--- src/hdl/qdec_pkg.sv ---
// Shared types, constants and the decode function for the quadrature decoder.
package qdec_pkg;

    // Field widths fixed by the item format.
    localparam int OP_W    = 2;
    localparam int COUNT_W = 32;
    localparam int TIME_W  = 32;
    localparam int SPEED_W = 20;

    // One second in microseconds; also the saturated speed for a zero interval.
    localparam logic [SPEED_W-1:0] SPEED_SCALE = 20'd1000000;

    // Input operation codes.
    localparam logic [OP_W-1:0] OP_SAMPLE = 2'd0;
    localparam logic [OP_W-1:0] OP_READ   = 2'd1;
    localparam logic [OP_W-1:0] OP_CLEAR  = 2'd2;

    // Classified command kinds.
    typedef enum logic [1:0] {
        KIND_SAMPLE,
        KIND_READ,
        KIND_CLEAR
    } cmd_kind_t;

    // One queued command from the front end to the back end.
    typedef struct packed {
        cmd_kind_t          kind;
        logic               pin_b;
        logic               pin_a_xor;
        logic [TIME_W-1:0]  time_us;
    } qdec_cmd_t;

    // Direction of one quadrature transition.
    typedef enum logic [1:0] {
        STEP_NONE,
        STEP_UP,
        STEP_DOWN
    } step_t;

    // Back end sequencer states.
    typedef enum logic [1:0] {
        BK_IDLE,
        BK_DIV,
        BK_RING,
        BK_OUT
    } back_state_t;

    // Transition code is {new A, new B, old A, old B}.
    function automatic step_t qdec_step(input logic [3:0] code);
        step_t s;
        case (code)
            4'd1, 4'd7, 4'd8, 4'd14:  s = STEP_DOWN;
            4'd2, 4'd4, 4'd11, 4'd13: s = STEP_UP;
            default:                  s = STEP_NONE;
        endcase
        return s;
    endfunction

endpackage

--- src/hdl/qdec_in_if.sv ---
// Input channel interface: valid/ready handshake with the input item fields.
interface qdec_in_if;
    logic                          valid;
    logic                          ready;
    logic [qdec_pkg::OP_W-1:0]     op;
    logic                          pin_b;
    logic                          pin_a_xor;
    logic [qdec_pkg::TIME_W-1:0]   time_us;

    modport source (output valid, output op, output pin_b, output pin_a_xor,
                    output time_us, input ready);
    modport sink   (input valid, input op, input pin_b, input pin_a_xor,
                    input time_us, output ready);
endinterface

--- src/hdl/qdec_out_if.sv ---
// Output channel interface: valid/ready handshake with the result item fields.
interface qdec_out_if;
    logic                                 valid;
    logic                                 ready;
    logic signed [qdec_pkg::COUNT_W-1:0]  position_count;
    logic [qdec_pkg::SPEED_W-1:0]         tick_speed;

    modport source (output valid, output position_count, output tick_speed,
                    input ready);
    modport sink   (input valid, input position_count, input tick_speed,
                    output ready);
endinterface

--- src/hdl/quadrature_decoder_with_speed.sv ---
// Top level of the single-channel quadrature decoder with edge-rate speed estimate.
//
//  Channel   Role    Handshake     Carries
//  in_ch     sink    valid/ready   op, pin_b, pin_a_xor, time_us
//  out_ch    source  valid/ready   position_count, tick_speed
//
// A read or clear item passes from the queue straight into the result register once
// the output is free. A pin-change item passes through a start step, 20 reciprocal
// divider steps, a wait for the divider to finish, one ring update and the load of
// the result register.
// Items wait in a two-entry queue, so the input keeps taking transfers while
// the back end works or the output is stalled until two items are waiting.
// One result per item, in order. Reset is asynchronous and leaves the speed
// ring reading as all zero.
module quadrature_decoder_with_speed #(
    parameter int HISTORY_DEPTH = 8
) (
    input  logic         clk,
    input  logic         rst_n,
    qdec_in_if.sink      in_ch,
    qdec_out_if.source   out_ch
);
    import qdec_pkg::*;

    qdec_cmd_t  cmd;
    logic       cmd_valid;
    logic       cmd_pop;

    qdec_front u_front (
        .clk       (clk),
        .rst_n     (rst_n),
        .in_ch     (in_ch),
        .cmd       (cmd),
        .cmd_valid (cmd_valid),
        .cmd_pop   (cmd_pop)
    );

    qdec_back #(
        .HISTORY_DEPTH (HISTORY_DEPTH)
    ) u_back (
        .clk       (clk),
        .rst_n     (rst_n),
        .cmd       (cmd),
        .cmd_valid (cmd_valid),
        .cmd_pop   (cmd_pop),
        .out_ch    (out_ch)
    );

endmodule

--- src/hdl/qdec_front.sv ---
// Front end: accepts input items, classifies the operation and queues commands.
module qdec_front (
    input  logic                 clk,
    input  logic                 rst_n,
    qdec_in_if.sink              in_ch,
    output qdec_pkg::qdec_cmd_t  cmd,
    output logic                 cmd_valid,
    input  logic                 cmd_pop
);
    import qdec_pkg::*;

    qdec_cmd_t   fifo_mem [2];
    logic        wr_ptr_reg, wr_ptr_next;
    logic        rd_ptr_reg, rd_ptr_next;
    logic [1:0]  fill_reg, fill_next;
    logic        push;
    logic        pop;
    qdec_cmd_t   new_cmd;

    // Classify the operation code; an unused code behaves as a plain read.
    always_comb
    begin
        new_cmd.pin_b     = in_ch.pin_b;
        new_cmd.pin_a_xor = in_ch.pin_a_xor;
        new_cmd.time_us   = in_ch.time_us;
        case (in_ch.op)
            OP_SAMPLE: new_cmd.kind = KIND_SAMPLE;
            OP_CLEAR:  new_cmd.kind = KIND_CLEAR;
            default:   new_cmd.kind = KIND_READ;
        endcase
    end

    // Two-entry queue control.
    assign in_ch.ready = (fill_reg != 2'd2);
    assign push        = in_ch.valid && in_ch.ready;
    assign cmd_valid   = (fill_reg != 2'd0);
    assign pop         = cmd_pop && cmd_valid;
    assign cmd         = fifo_mem[rd_ptr_reg];

    always_comb
    begin
        wr_ptr_next = push ? ~wr_ptr_reg : wr_ptr_reg;
        rd_ptr_next = pop ? ~rd_ptr_reg : rd_ptr_reg;
        fill_next   = fill_reg;
        if (push && !pop)
        begin
            fill_next = fill_reg + 2'd1;
        end
        else if (pop && !push)
        begin
            fill_next = fill_reg - 2'd1;
        end
    end

    always_ff @(posedge clk or negedge rst_n)
    begin
        if (!rst_n)
        begin
            wr_ptr_reg <= 1'b0;
            rd_ptr_reg <= 1'b0;
            fill_reg   <= 2'd0;
        end
        else
        begin
            wr_ptr_reg <= wr_ptr_next;
            rd_ptr_reg <= rd_ptr_next;
            fill_reg   <= fill_next;
        end
    end

    // Queue storage.
    always_ff @(posedge clk)
    begin
        if (push)
        begin
            fifo_mem[wr_ptr_reg] <= new_cmd;
        end
    end

endmodule

--- src/hdl/qdec_div.sv ---
// Restoring divider that forms one second divided by an interval, one bit a cycle.
module qdec_div (
    input  logic                              clk,
    input  logic                              rst_n,
    input  logic                              start,
    input  logic [qdec_pkg::TIME_W-1:0]       divisor,
    output logic                              done,
    output logic [qdec_pkg::SPEED_W-1:0]      quotient
);
    import qdec_pkg::*;

    localparam int CNT_W = $clog2(SPEED_W);

    logic                 run_reg, run_next;
    logic                 done_reg, done_next;
    logic [CNT_W-1:0]     cnt_reg, cnt_next;
    logic [TIME_W-1:0]    div_reg;
    logic [TIME_W-1:0]    rem_reg, rem_next;
    logic [SPEED_W-1:0]   num_reg, num_next;
    logic [SPEED_W-1:0]   quo_reg, quo_next;
    logic                 zero_reg;
    logic [TIME_W:0]      trial;
    logic [TIME_W:0]      diff;
    logic                 fits;

    // One restoring step: bring in the next dividend bit and try a subtract.
    assign trial = {rem_reg, num_reg[SPEED_W-1]};
    assign diff  = trial - {1'b0, div_reg};
    assign fits  = (trial >= {1'b0, div_reg});

    always_comb
    begin
        run_next  = run_reg;
        done_next = 1'b0;
        cnt_next  = cnt_reg;
        rem_next  = rem_reg;
        num_next  = num_reg;
        quo_next  = quo_reg;
        if (start)
        begin
            run_next = 1'b1;
            cnt_next = '0;
            rem_next = '0;
            num_next = SPEED_SCALE;
            quo_next = '0;
        end
        else if (run_reg)
        begin
            rem_next = fits ? diff[TIME_W-1:0] : trial[TIME_W-1:0];
            num_next = {num_reg[SPEED_W-2:0], 1'b0};
            quo_next = {quo_reg[SPEED_W-2:0], fits};
            cnt_next = cnt_reg + CNT_W'(1);
            if (cnt_reg == CNT_W'(SPEED_W - 1))
            begin
                run_next  = 1'b0;
                done_next = 1'b1;
            end
        end
    end

    always_ff @(posedge clk or negedge rst_n)
    begin
        if (!rst_n)
        begin
            run_reg  <= 1'b0;
            done_reg <= 1'b0;
            cnt_reg  <= '0;
        end
        else
        begin
            run_reg  <= run_next;
            done_reg <= done_next;
            cnt_reg  <= cnt_next;
        end
    end

    // Datapath registers; a zero interval saturates the result.
    always_ff @(posedge clk)
    begin
        rem_reg <= rem_next;
        num_reg <= num_next;
        quo_reg <= quo_next;
        if (start)
        begin
            div_reg  <= divisor;
            zero_reg <= (divisor == '0);
        end
    end

    assign done     = done_reg;
    assign quotient = zero_reg ? SPEED_SCALE : quo_reg;

endmodule

--- src/hdl/qdec_back.sv ---
// Back end: position counting, speed ring, running sum and the result register.
module qdec_back #(
    parameter int HISTORY_DEPTH = 8
) (
    input  logic                 clk,
    input  logic                 rst_n,
    input  qdec_pkg::qdec_cmd_t  cmd,
    input  logic                 cmd_valid,
    output logic                 cmd_pop,
    qdec_out_if.source           out_ch
);
    import qdec_pkg::*;

    localparam int IDX_BITS = $clog2(HISTORY_DEPTH);
    localparam int SLOT_W   = (HISTORY_DEPTH > 1) ? IDX_BITS : 1;
    localparam int SUM_W    = SPEED_W + IDX_BITS;

    back_state_t          state_reg, state_next;
    logic [COUNT_W-1:0]   count_reg;
    logic                 last_a_reg, last_b_reg;
    logic [TIME_W-1:0]    prev_time_reg;
    logic [SLOT_W-1:0]    slot_reg, slot_next;
    logic [SUM_W-1:0]     sum_reg;
    logic [HISTORY_DEPTH-1:0] hist_vld_reg;
    logic [SPEED_W-1:0]   hist_mem [HISTORY_DEPTH];
    logic [SPEED_W-1:0]   old_spd_reg;
    logic                 old_vld_reg;
    logic                 out_valid_reg;
    logic [COUNT_W-1:0]   out_count_reg;
    logic [SPEED_W-1:0]   out_speed_reg;

    logic                 out_free;
    logic                 start_sample;
    logic                 load_query;
    logic                 ring_write;
    logic                 load_out;
    logic                 new_a;
    step_t                step;
    logic [TIME_W-1:0]    elapsed;
    logic                 div_done;
    logic [SPEED_W-1:0]   speed;
    logic [SPEED_W-1:0]   old_speed;
    logic [SLOT_W-1:0]    slot_inc;

    assign out_free = !out_valid_reg || out_ch.ready;

    // Decode the pin levels into a count step.
    assign new_a   = cmd.pin_a_xor ^ cmd.pin_b;
    assign step    = qdec_step({new_a, cmd.pin_b, last_a_reg, last_b_reg});
    assign elapsed = cmd.time_us - prev_time_reg;

    qdec_div u_div (
        .clk      (clk),
        .rst_n    (rst_n),
        .start    (start_sample),
        .divisor  (elapsed),
        .done     (div_done),
        .quotient (speed)
    );

    // Sequencer next state.
    always_comb
    begin
        state_next = state_reg;
        case (state_reg)
            BK_IDLE:
            begin
                if (cmd_valid && cmd.kind == KIND_SAMPLE)
                begin
                    state_next = BK_DIV;
                end
            end
            BK_DIV:
            begin
                if (div_done)
                begin
                    state_next = BK_RING;
                end
            end
            BK_RING:
            begin
                state_next = BK_OUT;
            end
            BK_OUT:
            begin
                if (out_free)
                begin
                    state_next = BK_IDLE;
                end
            end
            default:
            begin
                state_next = BK_IDLE;
            end
        endcase
    end

    // Sequencer outputs.
    always_comb
    begin
        cmd_pop      = 1'b0;
        start_sample = 1'b0;
        load_query   = 1'b0;
        ring_write   = 1'b0;
        load_out     = 1'b0;
        case (state_reg)
            BK_IDLE:
            begin
                if (cmd_valid && cmd.kind == KIND_SAMPLE)
                begin
                    cmd_pop      = 1'b1;
                    start_sample = 1'b1;
                end
                else if (cmd_valid && out_free)
                begin
                    cmd_pop    = 1'b1;
                    load_query = 1'b1;
                    load_out   = 1'b1;
                end
            end
            BK_RING:
            begin
                ring_write = 1'b1;
            end
            BK_OUT:
            begin
                load_out = out_free;
            end
            default:
            begin
                cmd_pop = 1'b0;
            end
        endcase
    end

    // Ring slot advance; a single-entry ring stays at slot zero.
    assign slot_inc  = slot_reg + SLOT_W'(1);
    assign slot_next = (HISTORY_DEPTH == 1) ? '0 : slot_inc;
    assign old_speed = old_vld_reg ? old_spd_reg : '0;

    // Control and running state.
    always_ff @(posedge clk or negedge rst_n)
    begin
        if (!rst_n)
        begin
            state_reg     <= BK_IDLE;
            count_reg     <= '0;
            last_a_reg    <= 1'b0;
            last_b_reg    <= 1'b0;
            prev_time_reg <= '0;
            slot_reg      <= '0;
            sum_reg       <= '0;
            hist_vld_reg  <= '0;
            out_valid_reg <= 1'b0;
        end
        else
        begin
            state_reg <= state_next;
            if (start_sample)
            begin
                last_a_reg    <= new_a;
                last_b_reg    <= cmd.pin_b;
                prev_time_reg <= cmd.time_us;
                case (step)
                    STEP_UP:   count_reg <= count_reg + COUNT_W'(1);
                    STEP_DOWN: count_reg <= count_reg - COUNT_W'(1);
                    default:   count_reg <= count_reg;
                endcase
            end
            else if (load_query && cmd.kind == KIND_CLEAR)
            begin
                count_reg <= '0;
            end
            if (ring_write)
            begin
                sum_reg                <= sum_reg - SUM_W'(old_speed) + SUM_W'(speed);
                hist_vld_reg[slot_reg] <= 1'b1;
                slot_reg               <= slot_next;
            end
            if (load_out)
            begin
                out_valid_reg <= 1'b1;
            end
            else if (out_ch.ready)
            begin
                out_valid_reg <= 1'b0;
            end
        end
    end

    // Speed ring storage with registered read of the slot being replaced.
    always_ff @(posedge clk)
    begin
        if (start_sample)
        begin
            old_spd_reg <= hist_mem[slot_reg];
            old_vld_reg <= hist_vld_reg[slot_reg];
        end
        if (ring_write)
        begin
            hist_mem[slot_reg] <= speed;
        end
    end

    // Result register: count after a sample, before a clear; mean of the ring.
    always_ff @(posedge clk)
    begin
        if (load_out)
        begin
            out_count_reg <= count_reg;
            out_speed_reg <= sum_reg[IDX_BITS +: SPEED_W];
        end
    end

    assign out_ch.valid          = out_valid_reg;
    assign out_ch.position_count = $signed(out_count_reg);
    assign out_ch.tick_speed     = out_speed_reg;

endmodule

--- src/flat_wrapper.sv ---
// flat-port wrapper written by rule: the top's interface ports become plain ports
module quadrature_decoder_with_speed_flat import qdec_pkg::*;
#(
    parameter int HISTORY_DEPTH = 8
)
  (clk, rst_n, in_ch_valid, in_ch_op, in_ch_pin_b, in_ch_pin_a_xor, in_ch_time_us, in_ch_ready, out_ch_valid, out_ch_position_count, out_ch_tick_speed, out_ch_ready);
  qdec_in_if in_ch_i ();
  qdec_out_if out_ch_i ();
  input  logic clk;
  input  logic rst_n;
  input wire logic [$bits(in_ch_i.valid)-1:0] in_ch_valid;
  input wire logic [$bits(in_ch_i.op)-1:0] in_ch_op;
  input wire logic [$bits(in_ch_i.pin_b)-1:0] in_ch_pin_b;
  input wire logic [$bits(in_ch_i.pin_a_xor)-1:0] in_ch_pin_a_xor;
  input wire logic [$bits(in_ch_i.time_us)-1:0] in_ch_time_us;
  output wire logic [$bits(in_ch_i.ready)-1:0] in_ch_ready;
  output wire logic [$bits(out_ch_i.valid)-1:0] out_ch_valid;
  output wire logic [$bits(out_ch_i.position_count)-1:0] out_ch_position_count;
  output wire logic [$bits(out_ch_i.tick_speed)-1:0] out_ch_tick_speed;
  input wire logic [$bits(out_ch_i.ready)-1:0] out_ch_ready;
  assign in_ch_i.valid = in_ch_valid;
  assign in_ch_i.op = in_ch_op;
  assign in_ch_i.pin_b = in_ch_pin_b;
  assign in_ch_i.pin_a_xor = in_ch_pin_a_xor;
  assign in_ch_i.time_us = in_ch_time_us;
  assign in_ch_ready = in_ch_i.ready;
  assign out_ch_valid = out_ch_i.valid;
  assign out_ch_position_count = out_ch_i.position_count;
  assign out_ch_tick_speed = out_ch_i.tick_speed;
  assign out_ch_i.ready = out_ch_ready;
  quadrature_decoder_with_speed #(.HISTORY_DEPTH(HISTORY_DEPTH)) u_core (.clk(clk), .rst_n(rst_n), .in_ch(in_ch_i), .out_ch(out_ch_i));
endmodule
--- config.mk ---
export PLATFORM = sky130hd
export DESIGN_NAME = quadrature_decoder_with_speed_flat
export DESIGN_NICKNAME = d
export VERILOG_FILES = /design/src/hdl/qdec_pkg.sv /design/src/hdl/qdec_in_if.sv /design/src/hdl/qdec_out_if.sv /design/src/hdl/quadrature_decoder_with_speed.sv /design/src/hdl/qdec_front.sv /design/src/hdl/qdec_div.sv /design/src/hdl/qdec_back.sv /design/src/flat_wrapper.sv
export SDC_FILE = /design/constraint.sdc
export NUM_CORES = 1
export LEC_CHECK = 0
export BUFFER_PORTS_ARGS = -buffer_cell sky130_fd_sc_hd__buf_2
export CORE_AREA = 2 2 296 225
export CTS_BUF_LIST = sky130_fd_sc_hd__clkbuf_4 sky130_fd_sc_hd__clkbuf_8
export CTS_CLUSTER_SIZE = 30
export DETAILED_ROUTE_END_ITERATION = 8
export DIE_AREA = 0 0 298 227
export GPL_ROUTABILITY_DRIVEN = 0
export GPL_TIMING_DRIVEN = 0
export PLACE_DENSITY_LB_ADDON = 0.05
export SLEW_MARGIN = 5
export SYNTH_ARGS = -nofsm -noshare
export SYNTH_HDL_FRONTEND = slang
export SYNTH_SLANG_ARGS = --single-unit
--- constraint.sdc ---
create_clock -name clk -period 6.76 [get_ports clk]
set_input_delay 0.676 -clock clk [delete_from_list [all_inputs] [get_ports clk]]
set_output_delay 0.676 -clock clk [all_outputs]
set_load 0.03 [all_outputs]
==> flow_summary.yaml, run 1 <==
sta:
  post-route-period-util_pct: 91.9
  slew_viol_final: 0
  final_critical_path_time_including_i_o_delays_and_setup_ps: 6210
  max_clock_freq_ghz: 0.161
  timing.final.setup_violations: 0
  final.setup.tns_ps: 0
  skew_ps: 27.0
  report.final.hold_viol_count: 0
  timing.max_slew.rel_slack_pct: 28.9
  worst-slew-pin-transition_ps: 1070
  rsz0062_at_grt: "no"
cts:
  clk_pin_slew_ps: 60
  postCtsSetupBuffers: 0
  tritoncts_num_sinks: 518
  clkLatencyLatePin_ps: 700
  cts_buffers: 87
  tritoncts: "built"
  clk_root_buffer_cell: "clkbuf_8"
  cts_max_level: 3
  cts_buffer_depth: 3
finish:
  final_core_util_pct: 45.4
  largest_register_ffs: 160
  post_route_cells_drive_above_1_share_pct: 16.1
  finish.net_count: 2558
  finalNonFillerCells: 3344
  top_register: "u_core.u_back.hist_mem"
  design_area_um2: 29300
  area.growth.synth_to_final_pct: 14.3
  leading_registers_by_flop_count: "u_core.u_back.hist_mem: 160 flops, u_core.u_front.fifo_mem: 72 flops"
critical_path:
  setup.worst_path.start_class: "register"
  crit_slowest_cell: "clkdlybuf4s15_1"
  critPathRequiredTime_ps: 7280
  worstPathArrival_ps: 6730
  critical_path.max_stage_delay_ps: 810
  worstSetupStartpoint: "u_core.u_front.rd_ptr_reg$_DFFE_PN0P_"
  cp_cell_sequence: "clkdlybuf4s15_1 > clkbuf_2 > mux2i_1 > inv_1 > ha_1 > nor2b_4 > o31a_1 > o21a_1 > or3_1 > a2111oi_2 > or4b_1 > a2111oi_2 > nand4bb_1 > or4b_1 > nor4_1 > and4b_1"
  worstRegToRegCells: 16
  critical_path_buf_inv_count: 3
  timing_worst_setup_path_type: "register to register"
  r2r_start: "u_core.u_front.rd_ptr_reg$_DFFE_PN0P_"
  worst_setup_path_end_kind: "register"
  critPathMaxFanout: 10
  worst-path-stages: 16
  path_delay_family: "simple AND/OR/NAND/NOR gates"
synth:
  seq_total_area_yosys_pct: 55.8
  synth.distinct_cells: 74
  syn_avg_cell_area_um2: 11.7
  ys_warnings: 0
  synth_seq_cells: 518
  yosysMostFrequentCell: "edfxtp_1"
  combinational_family_with_the_most_area_after_synthesis: "simple AND/OR/NAND/NOR gates"
  synth_compound_gate_area_share_pct: 10.5
  area_share_of_and_or_nand_nor_cells_after_synthesis_pct: 11.5
  async_reset_ff_share_pct: 22.0
  number_of_enable_flip_flop_cells_after_synthesis: 338
  synth_area_leaders: "edfxtp_1 (40%), dfrtp_1 (11%), dfxtp_1 (5.1%)"
  synthFlopType: "edfxtp_1"
  syn-instance-count: 2203
  post-synth-top-area-cell: "edfxtp_1"
  yosys-top-cells-count: "edfxtp_1 (338), inv_1 (178), o21ai_0 (167)"
  synth_largest_type_area_fraction_pct: 39.5
  multiplexer_fraction_of_the_synthesized_cell_area_pct: 8.79
  synthesis.nets: 2362
  synth_xor_xnor_area_share_pct: 3.14
  post_synth_fa_ha_maj_area_fraction_pct: 6.44
  cell_area_after_synthesis_um2: 25700
global_route:
  grt_pass1_vias: 17200
  globalRouteOverflowTotal: 0
  grt_first_pass_wirelength_mm: 102
  grt_antenna_before_repair: 4
  grt_max_degree: 76
  global_route.usage.total_pct: 19.7
route:
  route.detailed.vias_per_inst: 5.20
  first_pass_iters: 5
  drc_errors: 0
  postRouteWirelength_mm: 65.8
  antenna_left: 0
  drt_iter0_drc: 1323
  route.vias.total: 17400
  drt-wirelength-per-cell_um: 19.7
place:
  detailedPlacementHpwl_mm: 46.9
  placed_cell_area_um2: 27500
  place_inst: 3180
  place.port_buffers: 93
floorplanning:
  chipWidth_um: 298
  initial_utilization_pct: 39.7
  core_area_um2: 64700
  chipHeight_um: 227
  core.rowCount: 81
  ios: 94
  die-area_um2: 67600
min_path:
  worstHoldPathCells: 1
  timing.hold.worst.class: "input port to register"
  timing.hold.worst.start: "in_ch_time_us[11]"
status:
  outcome: "completed"
run:
  timing.max_cap.violations: 0
## placed cells by master (no fill, tap or decap), types with 9 or more instances in the layout
cell type | netlist | layout
clkbuf_1 | 76 | 74
and4_1 | 9 | 9
buf_2 | 1 | 93
nand4_1 | 13 | 13
clkinv_1 | 0 | 15
o21bai_1 | 9 | 9
fa_1 | 22 | 22
a211oi_1 | 17 | 17
nand2_1 | 160 | 160
or2_2 | 20 | 20
and2_1 | 31 | 31
dfrtp_1 | 114 | 114
a21o_1 | 34 | 34
nor4_1 | 11 | 11
clkbuf_8 | 0 | 99
o21a_1 | 17 | 17
nand3_1 | 34 | 34
mux2_2 | 57 | 57
a21oi_1 | 92 | 92
buf_1 | 12 | 11
or3_1 | 15 | 15
edfxtp_1 | 338 | 338
o21ai_0 | 167 | 167
nor2_1 | 166 | 159
clkbuf_4 | 0 | 37
xnor2_1 | 58 | 58
mux2i_1 | 67 | 67
o31ai_1 | 18 | 18
nor2b_1 | 19 | 19
nor3_1 | 47 | 44
inv_1 | 178 | 178
a31oi_1 | 14 | 14
o211ai_1 | 17 | 17
nand2b_1 | 33 | 33
xor2_1 | 34 | 34
and3_1 | 19 | 18
mux4_2 | 42 | 42
dfxtp_1 | 66 | 66
ha_1 | 97 | 97
## layer usage
layer / global-route usage (%) / part of all wire [%] / vias to the layer above
met5: 0 / 0.020 / -
met4: 6.03 / 2.6 / 2
met3: 3.65 / 4.9 / 118
met2: 27.7 / 40 / 434
met1: 30.4 / 52 / 8445
li1: - / - / 8379
## stage by stage
step           setup WS, ps  hold slack (ps)
6_report                550              169
5_1_grt                 111              116
4_1_cts                 138             89.1
3_5_place_dp            150              433
3_3_place_gp           -984              433
2_1_floorplan          1550              380
## logic make-up (layout without fill, tap and decap cells)
group / Yosys count / in the layout
simple gates: 603 / 603
flops: 518 / 518
compound gates: 438 / 438
buf+inv: 267 / 536
mux: 166 / 166
fa+ha+maj: 119 / 119
xor+xnor: 92 / 92
other cells: 0 / 1
## area by class of cell
class / count / area [µm²]
diodes: 1 / 2.50
plain buffers: 89 / 347
clock buffers: 135 / 1630
clock inverters: 27 / 190
fillers: 6151 / 35300
inverters: 178 / 668
multi-input cells: 1418 / 10400
flip-flops and latches: 518 / 14300
well taps: 871 / 1090
repair buffers: 107 / 671
## timing repair
item                                    CTS  global route
endpoints found under the hold margin    39             0
endpoints found under the setup margin    0             1
hold buffers                              1             0
resized for setup                         0             4
## worst reg2reg max path, cell delays in order (launching register included)
cell             delay [ps]
dfrtp_1                 410
clkdlybuf4s15_1         820
clkbuf_2                560
mux2i_1                 400
inv_1                    80
ha_1                    270
nor2b_4                 130
o31a_1                  270
o21a_1                  180
or3_1                   340
a2111oi_2               370
or4b_1                  490
a2111oi_2               370
nand4bb_1               160
or4b_1                  570
nor4_1                  340
and4b_1                 310
## final timing paths
check,endpoint,slack [ps]
worst max-delay path,u_core.u_back.u_div.zero_reg$_DFFE_PP_,550
worst min-delay path,u_core.u_front.fifo_mem[0][11]$_DFFE_PP_,170
worst max register to register,u_core.u_back.u_div.zero_reg$_DFFE_PP_,550
worst min register to register,u_core.u_back.out_ch.position_count[24]$_DFFE_PP_,450
max in group asynchronous,u_core.u_back.hist_vld_reg[0]$_DFFE_PN0P_,5450
min in group asynchronous,u_core.u_back.count_reg[23]$_DFFE_PN0P_,490
Power of run 1 is left out: the tool's default activity adds up to more than one toggle a clock period on the data nets, which glitch-free logic cannot reach.
==> inputs of run 2 (changes only) <==
- CORE_AREA: 2 2 296 225 -> 2 2 316 240
- DIE_AREA: 0 0 298 227 -> 0 0 318 242
- clock period: 6.76 -> 7.87 ns (I/O delays scaled with it)
==> flow_summary.yaml, run 2 (synthesized netlist as in run 1, its figures left out) <==
min_path:
  timing.hold.worst.class: "input port to asynchronous set/reset pin"
floorplanning:
  core.rowCount: 87
  core_area_um2: 74100
  chipWidth_um: 318
  initial_utilization_pct: 34.6
  die-area_um2: 77000
  chipHeight_um: 242
  ios: 94
route:
  route.detailed.vias_per_inst: 5.05
  first_pass_iters: 7
  postRouteWirelength_mm: 68.2
  drt-wirelength-per-cell_um: 19.8
  drc_errors: 0
  route.vias.total: 17400
  drt_iter0_drc: 1346
  antenna_left: 0
finish:
  final_layout_fill_cell_count: 7170
  leading_registers_by_flop_count: "u_core.u_back.hist_mem: 160 flops, u_core.u_front.fifo_mem: 72 flops"
  most-common-layout-cells: "edfxtp_1 (338), inv_1 (178), o21ai_0 (167)"
  register_area_um2: 14300
  top_register: "u_core.u_back.hist_mem"
  design_area_um2: 29400
  layout.cells.most_common: "edfxtp_1"
  largest_register_ffs: 160
  multiInputGateArea_um2: 10400
  post_route_cells_drive_above_1_share_pct: 15.8
  finish.net_count: 2556
  final_core_util_pct: 39.6
  area.growth.synth_to_final_pct: 14.4
place:
  detailedPlacementHpwl_mm: 48.6
  place.port_buffers: 93
  placed_cell_area_um2: 27600
critical_path:
  worstSetupStartpoint: "u_core.u_front.rd_ptr_reg$_DFFE_PN0P_"
  worstRegToRegCells: 16
  rrSetupSlack_ps: 1500
  critPathMaxFanout: 10
  critPathRequiredTime_ps: 8420
  destination_of_the_worst_register_to_register_timing_path: "u_core.u_back.u_div.zero_reg$_DFFE_PP_"
  worstPathArrival_ps: 6920
  timing_worst_setup_path_type: "register to register"
  r2r_start: "u_core.u_front.rd_ptr_reg$_DFFE_PN0P_"
  timing.critical_path.to: "u_core.u_back.u_div.zero_reg$_DFFE_PP_"
  worst_setup_path_end_kind: "register"
  setup.worst_path.start_class: "register"
sta:
  skew_ps: 23.4
  final.setup.tns_ps: 0
  timing.final.setup_violations: 0
  final_critical_path_time_including_i_o_delays_and_setup_ps: 6370
  rsz0062_at_grt: "no"
  report.final.hold_viol_count: 0
  post-route-period-util_pct: 80.9
  timing.max_slew.rel_slack_pct: 28.6
  worst-slew-pin-transition_ps: 1070
  max_clock_freq_ghz: 0.157
  slew_viol_final: 0
cts:
  clk_root_buffer_cell: "clkbuf_8"
  cts_buffers: 87
  count_of_instances_resized_after_the_clock_tree_is_built: 0
  clkLatencyLatePin_ps: 700
  tritoncts: "built"
  tritoncts_num_sinks: 518
  cts_hold_buffers: 0
  clk_pin_slew_ps: 60
  cts_buffer_depth: 3
  postCtsSetupBuffers: 0
  cts_max_level: 3
power:
  vdd_drop_max_v: 0.000177
  static-leakage-power_nw: 11.7
  fin_total_pwr_w: 0.0147
  ratio_of_total_power_to_cell_area_nw_per_um2: 500
global_route:
  globalRouteOverflowTotal: 0
  grt_max_degree: 64
  grt_pass1_vias: 17300
  global_route.usage.total_pct: 17.8
  grt_antenna_before_repair: 4
  grt_first_pass_wirelength_mm: 105
status:
  outcome: "completed"
run:
  timing.max_cap.violations: 0
## run 2: changes by cell type in the layout (fill, tap and decap cells not counted), sizes merged
cell	previous run	this run
dlygate4sd3	1	0
clkinvlp	1	2
inv	181	182
clkinv	21	29
clkbuf	211	200
clkdlybuf4s15	1	0
## run 2: how the worst min path moves through the flow
stage	from	end	slack (ps)	cells after the start
2_1_floorplan	u_core.u_back.count_reg[10]$_DFFE_PN0P_	u_core.u_back.out_ch.position_count[10]$_DFFE_PP_	420	0
3_3_place_gp	u_core.u_back.count_reg[22]$_DFFE_PN0P_	u_core.u_back.out_ch.position_count[22]$_DFFE_PP_	430	0
3_5_place_dp	u_core.u_back.count_reg[20]$_DFFE_PN0P_	u_core.u_back.out_ch.position_count[20]$_DFFE_PP_	440	0
4_1_cts	rst_n	u_core.u_back.count_reg[22]$_DFFE_PN0P_	40	1
5_1_grt	rst_n	u_core.u_back.count_reg[22]$_DFFE_PN0P_	80	1
6_report	rst_n	u_core.u_back.count_reg[22]$_DFFE_PN0P_	70	1
## run 2: layer usage
layer	wire length [µm]	GRT usage, %
met5	16	0
met4	1560	4.96
met3	3230	3.11
met2	27200	24.8
met1	36200	28.0
## run 2: report_power, final
part	switching [W]	internal, W	leakage (nW)	total [W]
combinational	0.00473	0.00305	5.65	0.00777
clock	0.00114	0.00130	0.925	0.00244
sequential	0.000434	0.00403	5.10	0.00446
total	0.00630	0.00837	11.7	0.0147
## run 2: final cells by class
cell class	count	share of cell area, %
multi-input combinational	1418	35.5
clock inverter	37	0.869
clock buffer	124	5.07
sequential	518	48.8
buffer	89	1.15
antenna	1	0.00852
tap	979	4.17
inverter	178	2.27
timing repair buffer	105	2.20
## run 2: worst max-delay path, cell delays in order, from the launching register on
cell	delay, ps
dfrtp_1	410
buf_1	680
clkbuf_1	840
mux2i_1	420
inv_1	80
ha_1	270
nor2b_4	130
o31a_1	260
o21a_1	180
or3_1	350
a2111oi_2	390
or4b_1	500
a2111oi_2	380
nand4bb_1	140
or4b_1	580
nor4_1	290
and4b_1	280
## run 2: metrics by stage
stage / setup slack (ps) / instances / hold slack (ps)
floorplan: 2660 / 2203 / 423
global placement: 248 / 3275 / 434
detailed placement: 1260 / 3287 / 437
CTS: 1260 / 3448 / 36.4
global route: 924 / 3448 / 75.5
finish: 1500 / 3449 / 68.9
Power figures use the tool's default switching activity.
